--- src/sv/ebml_pkg.sv ---
`timescale 1ns / 1ps
// ----------------------------------------------------------------------------
// EBML decoder package
// Types, status codes and small helper functions shared by the EBML
// variable-length integer and element ID decoder.
// ----------------------------------------------------------------------------
package ebml_pkg;

  localparam int unsigned ValueW   = 56;
  localparam int unsigned WidthW   = 4;
  localparam int unsigned LimitW   = 4;
  localparam int unsigned LeftW    = 3;
  localparam logic [LimitW-1:0] IdLimitFloor = 4'd4;
  localparam logic [LimitW-1:0] IdLimitReset = 4'd4;

  // Result status codes
  typedef enum logic [2:0] {
    ST_OK          = 3'd0,
    ST_BAD_VINT    = 3'd1,
    ST_ID_TOO_LONG = 3'd2,
    ST_ID_ZERO     = 3'd3,
    ST_ID_ALL_ONES = 3'd4,
    ST_ID_NOT_MIN  = 3'd5
  } status_t;

  // Operation selected on the first byte of a number
  typedef enum logic {
    OP_VINT = 1'b0,
    OP_ID   = 1'b1
  } op_t;

  typedef struct packed {
    logic [7:0] data_byte;
    logic       op;
  } in_item_t;

  typedef struct packed {
    logic [ValueW-1:0] value;
    logic [WidthW-1:0] width;
    status_t           status;
  } out_item_t;

  // Encoded width from the position of the leading one (1..8)
  function automatic logic [WidthW-1:0] lead_one_width(input logic [7:0] b);
    logic [WidthW-1:0] w;
    w = 4'd8;
    for (int i = 0; i < 8; i++) begin
      if (b[i]) w = 4'(8 - i);
    end
    return w;
  endfunction

  // All-ones pattern of a width-w number: 7*w value bits
  function automatic logic [ValueW-1:0] ones_for_width(input logic [WidthW-1:0] w);
    logic [ValueW:0] t;
    t = (57'd1 << (7 * w)) - 57'd1;
    return t[ValueW-1:0];
  endfunction

endpackage

--- src/sv/ebml_vint_and_id_decoder_unit.sv ---
`timescale 1ns / 1ps
// ----------------------------------------------------------------------------
// EBML vint and element ID decoder
// Decodes EBML variable-length integers and element IDs from a byte stream.
// ----------------------------------------------------------------------------
// The block takes one byte per transaction and accepts a new byte every cycle
// as long as the result register is empty or being drained. The first byte of
// a number sets its width (1 to 8 bytes, from the leading one) and, via op,
// plain vint or element ID mode; a zero first byte yields an immediate result
// with status bad vint. The result for a number appears in the result register
// in the cycle after its last byte is taken; the value has the length marker
// cleared. In ID mode the status reports, in order of priority, an ID wider
// than max(cfg limit, 4), a zero ID, an all-ones ID or a non-minimal
// encoding. The ID width limit (cfg_wr_en/cfg_wr_data, resets to 4) must be
// written only while the block is idle; the block does not enforce this.
module ebml_vint_and_id_decoder_unit (
  input  logic                clk,
  input  logic                rst_n,
  input  logic                in_valid,
  output logic                in_ready,
  input  ebml_pkg::in_item_t  in_data,
  output logic                out_valid,
  input  logic                out_ready,
  output ebml_pkg::out_item_t out_data,
  input  logic                cfg_wr_en,
  input  logic [3:0]          cfg_wr_data
);
  import ebml_pkg::*;

  // Decode state
  logic [LeftW-1:0]  bytes_left_r, bytes_left_nxt;
  logic [WidthW-1:0] total_width_r, total_width_nxt;
  logic [ValueW-1:0] acc_r, acc_nxt;
  logic              id_mode_r, id_mode_nxt;
  logic [LimitW-1:0] max_id_len_r;

  // Result register
  logic              out_valid_r, out_valid_nxt;
  out_item_t         out_data_r, out_data_nxt;

  logic              in_fire;
  logic              first_byte;
  logic [WidthW-1:0] w_first;
  logic [7:0]        marker;
  logic              emit;
  logic [WidthW-1:0] w_emit;
  logic              id_emit;
  logic [LimitW-1:0] id_limit;
  logic [ValueW-1:0] ones_w;
  logic [ValueW-1:0] ones_prev;
  status_t           st_emit;

  // Take a byte whenever the result register can be refilled
  assign in_ready  = !out_valid_r || out_ready;
  assign in_fire   = in_valid && in_ready;
  assign out_valid = out_valid_r;
  assign out_data  = out_data_r;

  assign first_byte = (bytes_left_r == '0);
  assign w_first    = lead_one_width(in_data.data_byte);
  assign marker     = 8'(8'h80 >> (w_first - 4'd1));

  // Next decode state and completion
  always_comb begin
    bytes_left_nxt  = bytes_left_r;
    total_width_nxt = total_width_r;
    acc_nxt         = acc_r;
    id_mode_nxt     = id_mode_r;
    emit            = 1'b0;
    if (first_byte) begin
      if (in_data.data_byte != 8'd0) begin
        total_width_nxt = w_first;
        id_mode_nxt     = in_data.op;
        acc_nxt         = {48'd0, in_data.data_byte & ~marker};
        bytes_left_nxt  = LeftW'(w_first - 4'd1);
        emit            = (w_first == 4'd1);
      end
    end else begin
      acc_nxt        = {acc_r[ValueW-9:0], in_data.data_byte};
      bytes_left_nxt = bytes_left_r - 3'd1;
      emit           = (bytes_left_r == 3'd1);
    end
  end

  // ID checks on the finished number
  assign w_emit    = first_byte ? w_first : total_width_r;
  assign id_emit   = first_byte ? (in_data.op == OP_ID) : id_mode_r;
  assign id_limit  = (max_id_len_r > IdLimitFloor) ? max_id_len_r : IdLimitFloor;
  assign ones_w    = ones_for_width(w_emit);
  assign ones_prev = ones_for_width(w_emit - 4'd1);

  always_comb begin
    st_emit = ST_OK;
    if (id_emit) begin
      if (w_emit > id_limit) begin
        st_emit = ST_ID_TOO_LONG;
      end else if (acc_nxt == '0) begin
        st_emit = ST_ID_ZERO;
      end else if (acc_nxt == ones_w) begin
        st_emit = ST_ID_ALL_ONES;
      end else if (w_emit != 4'd1 && acc_nxt < ones_prev) begin
        st_emit = ST_ID_NOT_MIN;
      end
    end
  end

  // Load, hold or drain the result register
  always_comb begin
    out_valid_nxt = out_valid_r;
    out_data_nxt  = out_data_r;
    if (out_ready) begin
      out_valid_nxt = 1'b0;
    end
    if (in_fire && first_byte && in_data.data_byte == 8'd0) begin
      out_valid_nxt       = 1'b1;
      out_data_nxt.value  = '0;
      out_data_nxt.width  = '0;
      out_data_nxt.status = ST_BAD_VINT;
    end else if (in_fire && emit) begin
      out_valid_nxt       = 1'b1;
      out_data_nxt.value  = acc_nxt;
      out_data_nxt.width  = w_emit;
      out_data_nxt.status = st_emit;
    end
  end

  // Control and configuration registers
  always_ff @(posedge clk) begin
    if (!rst_n) begin
      bytes_left_r  <= '0;
      total_width_r <= '0;
      acc_r         <= '0;
      id_mode_r     <= 1'b0;
      out_valid_r   <= 1'b0;
      max_id_len_r  <= IdLimitReset;
    end else begin
      if (in_fire) begin
        bytes_left_r  <= bytes_left_nxt;
        total_width_r <= total_width_nxt;
        acc_r         <= acc_nxt;
        id_mode_r     <= id_mode_nxt;
      end
      out_valid_r <= out_valid_nxt;
      if (cfg_wr_en) begin
        max_id_len_r <= cfg_wr_data;
      end
    end
  end

  // Result payload
  always_ff @(posedge clk) begin
    out_data_r <= out_data_nxt;
  end

  // Assertions
  a_bad_vint_zero: assert property (@(posedge clk) disable iff (!rst_n)
    out_valid_r && out_data_r.status == ST_BAD_VINT |->
      out_data_r.width == '0 && out_data_r.value == '0)
    else $error("bad vint result carries nonzero value or width");

  a_width_range: assert property (@(posedge clk) disable iff (!rst_n)
    out_valid_r && out_data_r.status != ST_BAD_VINT |->
      out_data_r.width >= 4'd1 && out_data_r.width <= 4'd8)
    else $error("result width out of range");

  a_left_below_width: assert property (@(posedge clk) disable iff (!rst_n)
    bytes_left_r != '0 |-> {1'b0, bytes_left_r} < total_width_r)
    else $error("continuation count exceeds number width");

  a_width_one_value: assert property (@(posedge clk) disable iff (!rst_n)
    out_valid_r && out_data_r.width == 4'd1 |-> out_data_r.value[ValueW-1:7] == '0)
    else $error("one-byte number wider than seven bits");

endmodule

--- config.mk ---
export PLATFORM = sky130hd
export DESIGN_NAME = ebml_vint_and_id_decoder_unit
export DESIGN_NICKNAME = d
export VERILOG_FILES = /design/src/sv/ebml_pkg.sv /design/src/sv/ebml_vint_and_id_decoder_unit.sv
export SDC_FILE = /design/constraint.sdc
export NUM_CORES = 1
export LEC_CHECK = 0
export BUFFER_PORTS_ARGS = -buffer_cell sky130_fd_sc_hd__buf_2
export CORE_MARGIN = 1
export CORE_UTILIZATION = 54
export DETAILED_ROUTE_END_ITERATION = 12
export PLACE_DENSITY = 0.75
export REMOVE_ABC_BUFFERS = 1
export SLEW_MARGIN = 0
export SYNTH_ARGS = -nofsm -noshare
export SYNTH_HDL_FRONTEND = slang
export SYNTH_SLANG_ARGS = --single-unit
--- constraint.sdc ---
create_clock -name clk -period 5.1 [get_ports clk]
set_input_delay 1.02 -clock clk [delete_from_list [all_inputs] [get_ports clk]]
set_output_delay 1.02 -clock clk [all_outputs]
set_load 0.02 [all_outputs]
==> results of run 1 <==
==> worst max-delay path, delay by kind of cell (launching register included) <==
kind                     cells  cell delay [ns]
AO/OA/AOI/OAI                5             0.94
adder cells (fa/ha/maj)      4             1.12
buffers and inverters        4             0.69
flip-flops                   1             0.30
AND/OR/NAND/NOR              8             1.59
==> power breakdown <==
group | internal, W | switching (W)
logic | 0.000477 | 0.000798
clock network | 0.000882 | 0.000485
registers | 0.00112 | 0.0000701
total | 0.00248 | 0.00135
==> per-layer routing <==
metal | vias to the layer above | part of all wire, %
met2 | 478 | 44
met3 | 81 | 8.4
met1 | 4246 | 44
met5 | - | 0
met4 | 0 | 3.7
li1 | 4084 | -
==> sequential cells by signal, indices dropped and copies added (netlist names) <==
register / count
acc_r: 56
out_valid: 1
out_data: 63
bytes_left_r: 3
total_width_r: 4
id_mode_r: 1
max_id_len_r: 4
==> cell usage in the layout (no fill, tap or decap), types with 17 or more instances in the layout <==
master	netlist	routed
a21oi_1	45	45
a22o_1	76	76
a22oi_1	65	65
buf_2	2	82
buf_4	0	87
clkbuf_16	0	17
dfxtp_1	132	132
ha_1	72	72
inv_1	34	34
nand2_1	65	65
nand3_1	35	35
nand4_1	19	19
nor2_1	76	74
nor2b_1	40	39
nor3_1	24	24
o21ai_0	60	60
==> metrics by stage <==
stage          hold WS [ns]  util (%)
2_1_floorplan         0.453         -
3_3_place_gp          0.431      62.5
3_5_place_dp          0.438      62.5
4_1_cts               0.452      66.7
5_1_grt               0.472      66.7
6_report              0.445      66.7
==> cells by family (layout without fill, tap and decap cells) <==
family          Yosys count  after routing  share of synthesized area, %
compound gates          354            354                          30.1
flops                   132            132                          31.3
xor+xnor                  7              7                         0.727
buf+inv                 115            239                          5.42
fa+ha+maj                72             72                          10.7
mux                       8              8                         0.965
simple gates            333            333                          20.7
==> worst max path at each step <==
stage / cells past startpoint / slack [ns] / endpoint / start
finish: 21 / 0.35 / out_data[0] / bytes_left_r[1]
global route: 21 / 0.01 / out_data[0] / bytes_left_r[1]
CTS: 21 / 0.39 / out_data[0] / bytes_left_r[1]
detailed placement: 15 / 0.009 / out_data[0] / in_data[5]
global placement: 14 / 0.05 / out_data[0] / in_data[5]
floorplan: 9 / -1.64 / out_data[2] / in_data[3]
==> final cells by class <==
cell class | instances | area (um^2)
flip-flops and latches | 132 | 2640
inverters | 35 | 131
fillers | 1331 | 5060
clock inverters | 12 | 201
repair buffers | 172 | 1120
clock buffers | 20 | 447
multi-input cells | 774 | 5360
well taps | 188 | 235
==> qor.yml, run 1 <==
synth:
  synth_cells: 1021
  seq_area_frac_synth_pct: 31.3
  synth.area.top_cells: "dfxtp_1 31%, ha_1 11%, a22o_1 7.9%, a22oi_1 5.8%, o21ai_0 3.6%"
  synthArstFlopShare_pct: 0
  ys_seq_elements: 132
  synth_ff_type: "dfxtp_1"
  synth_top_area_share_pct: 31.3
  syn-cell-area_um2: 8430
  synth-edff-count: 0
  yosysMostFrequentCell: "dfxtp_1"
  syn-mean-instance-area_um2: 8.26
  synth_common_cells: "132 x dfxtp_1, 76 x a22o_1, 76 x nor2_1, 72 x ha_1, 69 x clkbuf_1"
  ys_types: 73
  yosys_warnings: 0
  yosysTopAreaCell: "dfxtp_1"
clock_network:
  cts_sinks: 132
  clock_path_buffers: 2
  cts_setup_buffers: 0
  worstSkewPairLatency_ns: 0.43
  root_buffer: "clkbuf_16"
  holdBufCountCts: 0
  cts_made_buffers: 17
  clk_pin_slew_worst_paths_ns: 0.06
  postCtsResizedCells: 0
  htreeDepth: 4
  cts_tree: "built"
placed_design:
  gp_congestion: 1.04
  portBuffers: 82
  post-dp-hpwl_mm: 20.3
  place_area_um2: 9500
  dpl.cell_count: 1301
  post-place-ws_ns: 0.00891
critical_path:
  critPathKind: "reg -> reg"
  crit_chain: "inv_1 > ha_1 > nor2b_2 > buf_4 > o21ai_0 > nand2_1 > ha_1 > ha_1 > nand2_1 > ha_1 > nand4_1 > nor3_1 > nand2_1 > nor2_1 > buf_4 > nand4_1 > a211oi_1 > buf_4 > a211o_1 > a21oi_1 > a221o_1"
  worst_path_most_repeated_cell: "ha_1"
  slowest_delay_ns: 0.54
  path_max_fanout: 12
  cp-end-kind: "register"
  cpMaxStageDelayCell: "nor2b_2"
  reg2reg_depth: 21
  worstSetupStartpointType: "register"
  arrival_ns: 5.06
  r2r_start: "bytes_left_r[1]"
  reg2reg_slack_ns: 0.35
  critical_path_required_ns: 5.41
  worstReg2RegEnd: "out_data[0]"
global_routing:
  grtUsageMet1_pct: 48.6
  grt.busiest_layer: "met2"
  grt.total_usage_pct: 35.6
  overflow: 0
  grt_pass1_wl_mm: 44.5
  grt_max_degree: 50
  use_met2_pct: 55.2
  antenna_found_initial: 0
  first_global_vias: 8161
  use_met3_pct: 6.37
sta:
  setup_ws_ns: 0.349
  setup_tns_ns: 0
  setup_viol: 0
  skew_ns: 0.00882
  timing.final.crit_period_ns: 4.75
  clock.fmax_mhz: 210
  fin_crit_sh_pct: 93.2
  rsz0062_at_grt: "false"
  tightest_slew_ns: 1.23
  final_hold_viol_count: 0
  slew_violations: 0
  max-slew-margin-rel_pct: 18.0
floorplan:
  rows: 45
  die_area_um2: 16100
  core_area_um2: 15200
  die_h_um: 127
  floorplan.initialDensity_pct: 55.5
  die_width_um: 127
  ioPinCount: 83
final_layout:
  drive_above_1_share_pct: 19.5
  syn_to_final_growth_pct: 20.3
  fin_area_um2: 10100
  fin_cells: 1333
  diodes: 0
  final_nets: 1222
min_path:
  holdPathStages: 2
  hold_path.startpoint: "out_data[35]"
  hold_class: "reg -> reg"
  hold_end: "out_data[35]"
flow_run:
  cap_violations: 0
detailed_routing:
  drt-total-wl_mm: 28.1
  drt_first_pass_iters: 6
  drt_iter0_markers: 1085
  wl_per_cell_um: 21.1
  detail-route-antenna-nets: 0
  drc: 0
  vias: 8889
  viasPerCell: 6.67
outcome:
  status: "completed"
power:
  p_per_area_nw_per_um2: 377
  peakVddDrop_v: 0.000231
  p_leak_nw: 4.46
  p_total_w: 0.00383
Power figures use the tool's default switching activity.
==> run 2, diff against run 1 <==
Settings changed: PLACE_DENSITY 0.75 to 0.77.
==> run 2 against run 1 <==
Effect of this change:
- non-clock buffer count fell by 26
- combinational power barely moved
- via count fell by 2.3%
- worst setup slack improved by 0.076 ns
- final area fell by 1.8%
- fmax rose by 1.6%
- count of clock-buffer cells in the layout fell by 1
- core utilization fell by 1.2 points
==> qor.yml, run 2 (synthesized netlist as in run 1, its figures left out) <==
power:
  power_switching_w: 0.00134
  p_comb_share_pct: 32.3
  p_per_area_nw_per_um2: 387
  peakVddDrop_v: 0.000258
  swShare_pct: 34.8
  p_leak_nw: 4.34
  pwr-share-clk_pct: 36.8
  internal-power_w: 0.00251
  power.share.sequential_pct: 30.9
global_routing:
  overflow: 0
  grt_max_degree: 61
  grt.total_usage_pct: 35.1
  grt_pass1_wl_mm: 43.8
  first_global_vias: 8212
  antenna_found_initial: 0
clock_network:
  cts_made_buffers: 17
  clk_pin_slew_worst_paths_ns: 0.06
  cts_setup_buffers: 0
  postCtsResizedCells: 0
  worstSkewPairLatency_ns: 0.43
  cts_sinks: 132
  cts_tree: "built"
  root_buffer: "clkbuf_16"
  holdBufCountCts: 0
  htreeDepth: 4
  clock_path_buffers: 2
critical_path:
  arrival_ns: 5.00
  slowest_delay_ns: 0.55
  critPathKind: "reg -> reg"
  timing.critical_path.from: "bytes_left_r[1]"
  crit_chain: "inv_1 > ha_1 > or3b_2 > or2_2 > o21ai_0 > nand2_1 > ha_1 > ha_1 > ha_1 > nand3_1 > or2_2 > a31oi_1 > a211oi_1 > o211a_1 > o31ai_1 > a211o_1 > a21oi_1 > a221o_1"
  worst_path_most_repeated_cell: "ha_1"
  worstReg2RegEnd: "out_data[0]"
  r2r_start: "bytes_left_r[1]"
  cp-end-kind: "register"
  reg2reg_depth: 18
  worstSetupStartpointType: "register"
  critical_path.endpoint: "out_data[0]"
  cpMaxStageDelayCell: "or3b_2"
  path_max_fanout: 9
  critical_path_required_ns: 5.42
  reg2reg_slack_ns: 0.42
floorplan:
  die_width_um: 127
  ioPinCount: 83
  rows: 45
  floorplan.initialDensity_pct: 55.5
  core_area_um2: 15200
  die_area_um2: 16100
  die_h_um: 127
detailed_routing:
  drc: 0
  drt_first_pass_iters: 6
  wl_per_cell_um: 21.0
  drt-total-wl_mm: 27.5
  drt_iter0_markers: 985
  vias: 8685
  detail-route-antenna-nets: 0
  viasPerCell: 6.64
sta:
  clock.fmax_mhz: 214
  slew_violations: 0
  setup_tns_ns: 0
  skew_ns: 0.00815
  fin_crit_sh_pct: 91.7
  max-slew-margin-rel_pct: 28.6
  tightest_slew_ns: 1.07
  setup_viol: 0
  rsz0062_at_grt: "false"
  final_hold_viol_count: 0
  timing.final.crit_period_ns: 4.68
  worst_hold_slack_ns: 0.445
flow_run:
  cap_violations: 0
final_layout:
  final_nets: 1196
  drive_above_1_share_pct: 17.8
  final_common_cell: "dfxtp_1"
  diodes: 0
  fin_area_um2: 9960
  fin_cells: 1307
  syn_to_final_growth_pct: 18.1
  fill_cells: 1323
  largest_reg_flops: 63
  layout_common_cells: "132 x dfxtp_1, 82 x buf_2, 76 x a22o_1, 74 x nor2_1, 72 x ha_1"
min_path:
  hold_class: "reg -> reg"
  holdPathStages: 2
placed_design:
  portBuffers: 82
  dpl.cell_count: 1275
  place_area_um2: 9280
  post-dp-hpwl_mm: 19.6
  gp_congestion: 0.987
outcome:
  status: "completed"
run 2: changes by cell type in the layout (fill, tap and decap cells not counted), sizes merged:
cell,delta
bufinv,+1
buf,-26
clkbuf,-1
run 2: power groups by stage:
stage	logic (W)	clock network (W)	registers [W]
finish	0.00125	0.00142	0.00119
global route	0.00135	0.00148	0.00120
CTS	0.00122	0.00143	0.00119
detailed placement	0.00120	0	0.00121
global placement	0.00118	0	0.00121
floorplan	0.000690	0	0.00127
run 2: worst min-delay path by stage:
| stage | startpoint | endpoint | slack, ns |
|---|---|---|---|
| after global routing | out_data[43] | out_data[43] | 0.47 |
| final | out_data[51] | out_data[51] | 0.45 |
| after global placement | out_data[39] | out_data[39] | 0.43 |
| after detailed placement | out_data[51] | out_data[51] | 0.44 |
| after CTS | out_data[51] | out_data[51] | 0.45 |
| after floorplan | max_id_len_r[1] | max_id_len_r[1] | 0.45 |
run 2: layout make-up:
class,count,area [um^2],share of cell area [%]
inverter,35,131,1.32
clock inverter,13,228,2.29
tap,188,235,2.36
sequential,132,2640,26.5
timing repair buffer,146,903,9.07
clock buffer,19,453,4.55
multi-input combinational,774,5360,53.9
run 2: routing by layer:
layer | vias to the layer above | part of all wire [%] | global-route usage [%]
met4 | 0 | 3.9 | 17.1
met3 | 90 | 8.9 | 8.73
met2 | 467 | 44 | 54.2
li1 | 4040 | - | -
met1 | 4088 | 43 | 45.7
met5 | - | 0 | 0
run 2: through the flow:
stage	utilization [%]	total power, W	setup WS [ns]
finish	65.5	0.00385	0.425
global route	65.5	0.00403	0.155
CTS	65.5	0.00383	0.502
detailed placement	61.0	0.00241	0.0660
global placement	61.0	0.00239	0.106
floorplan	-	0.00196	-1.64
run 2: worst max-delay path: cells and delay by family (launching register included):
family	cells	cell delay, ns
AO/OA/AOI/OAI	8	1.56
AND/OR/NAND/NOR	5	1.36
adder cells (fa/ha/maj)	4	1.25
flip-flops	1	0.30
buffers and inverters	1	0.10
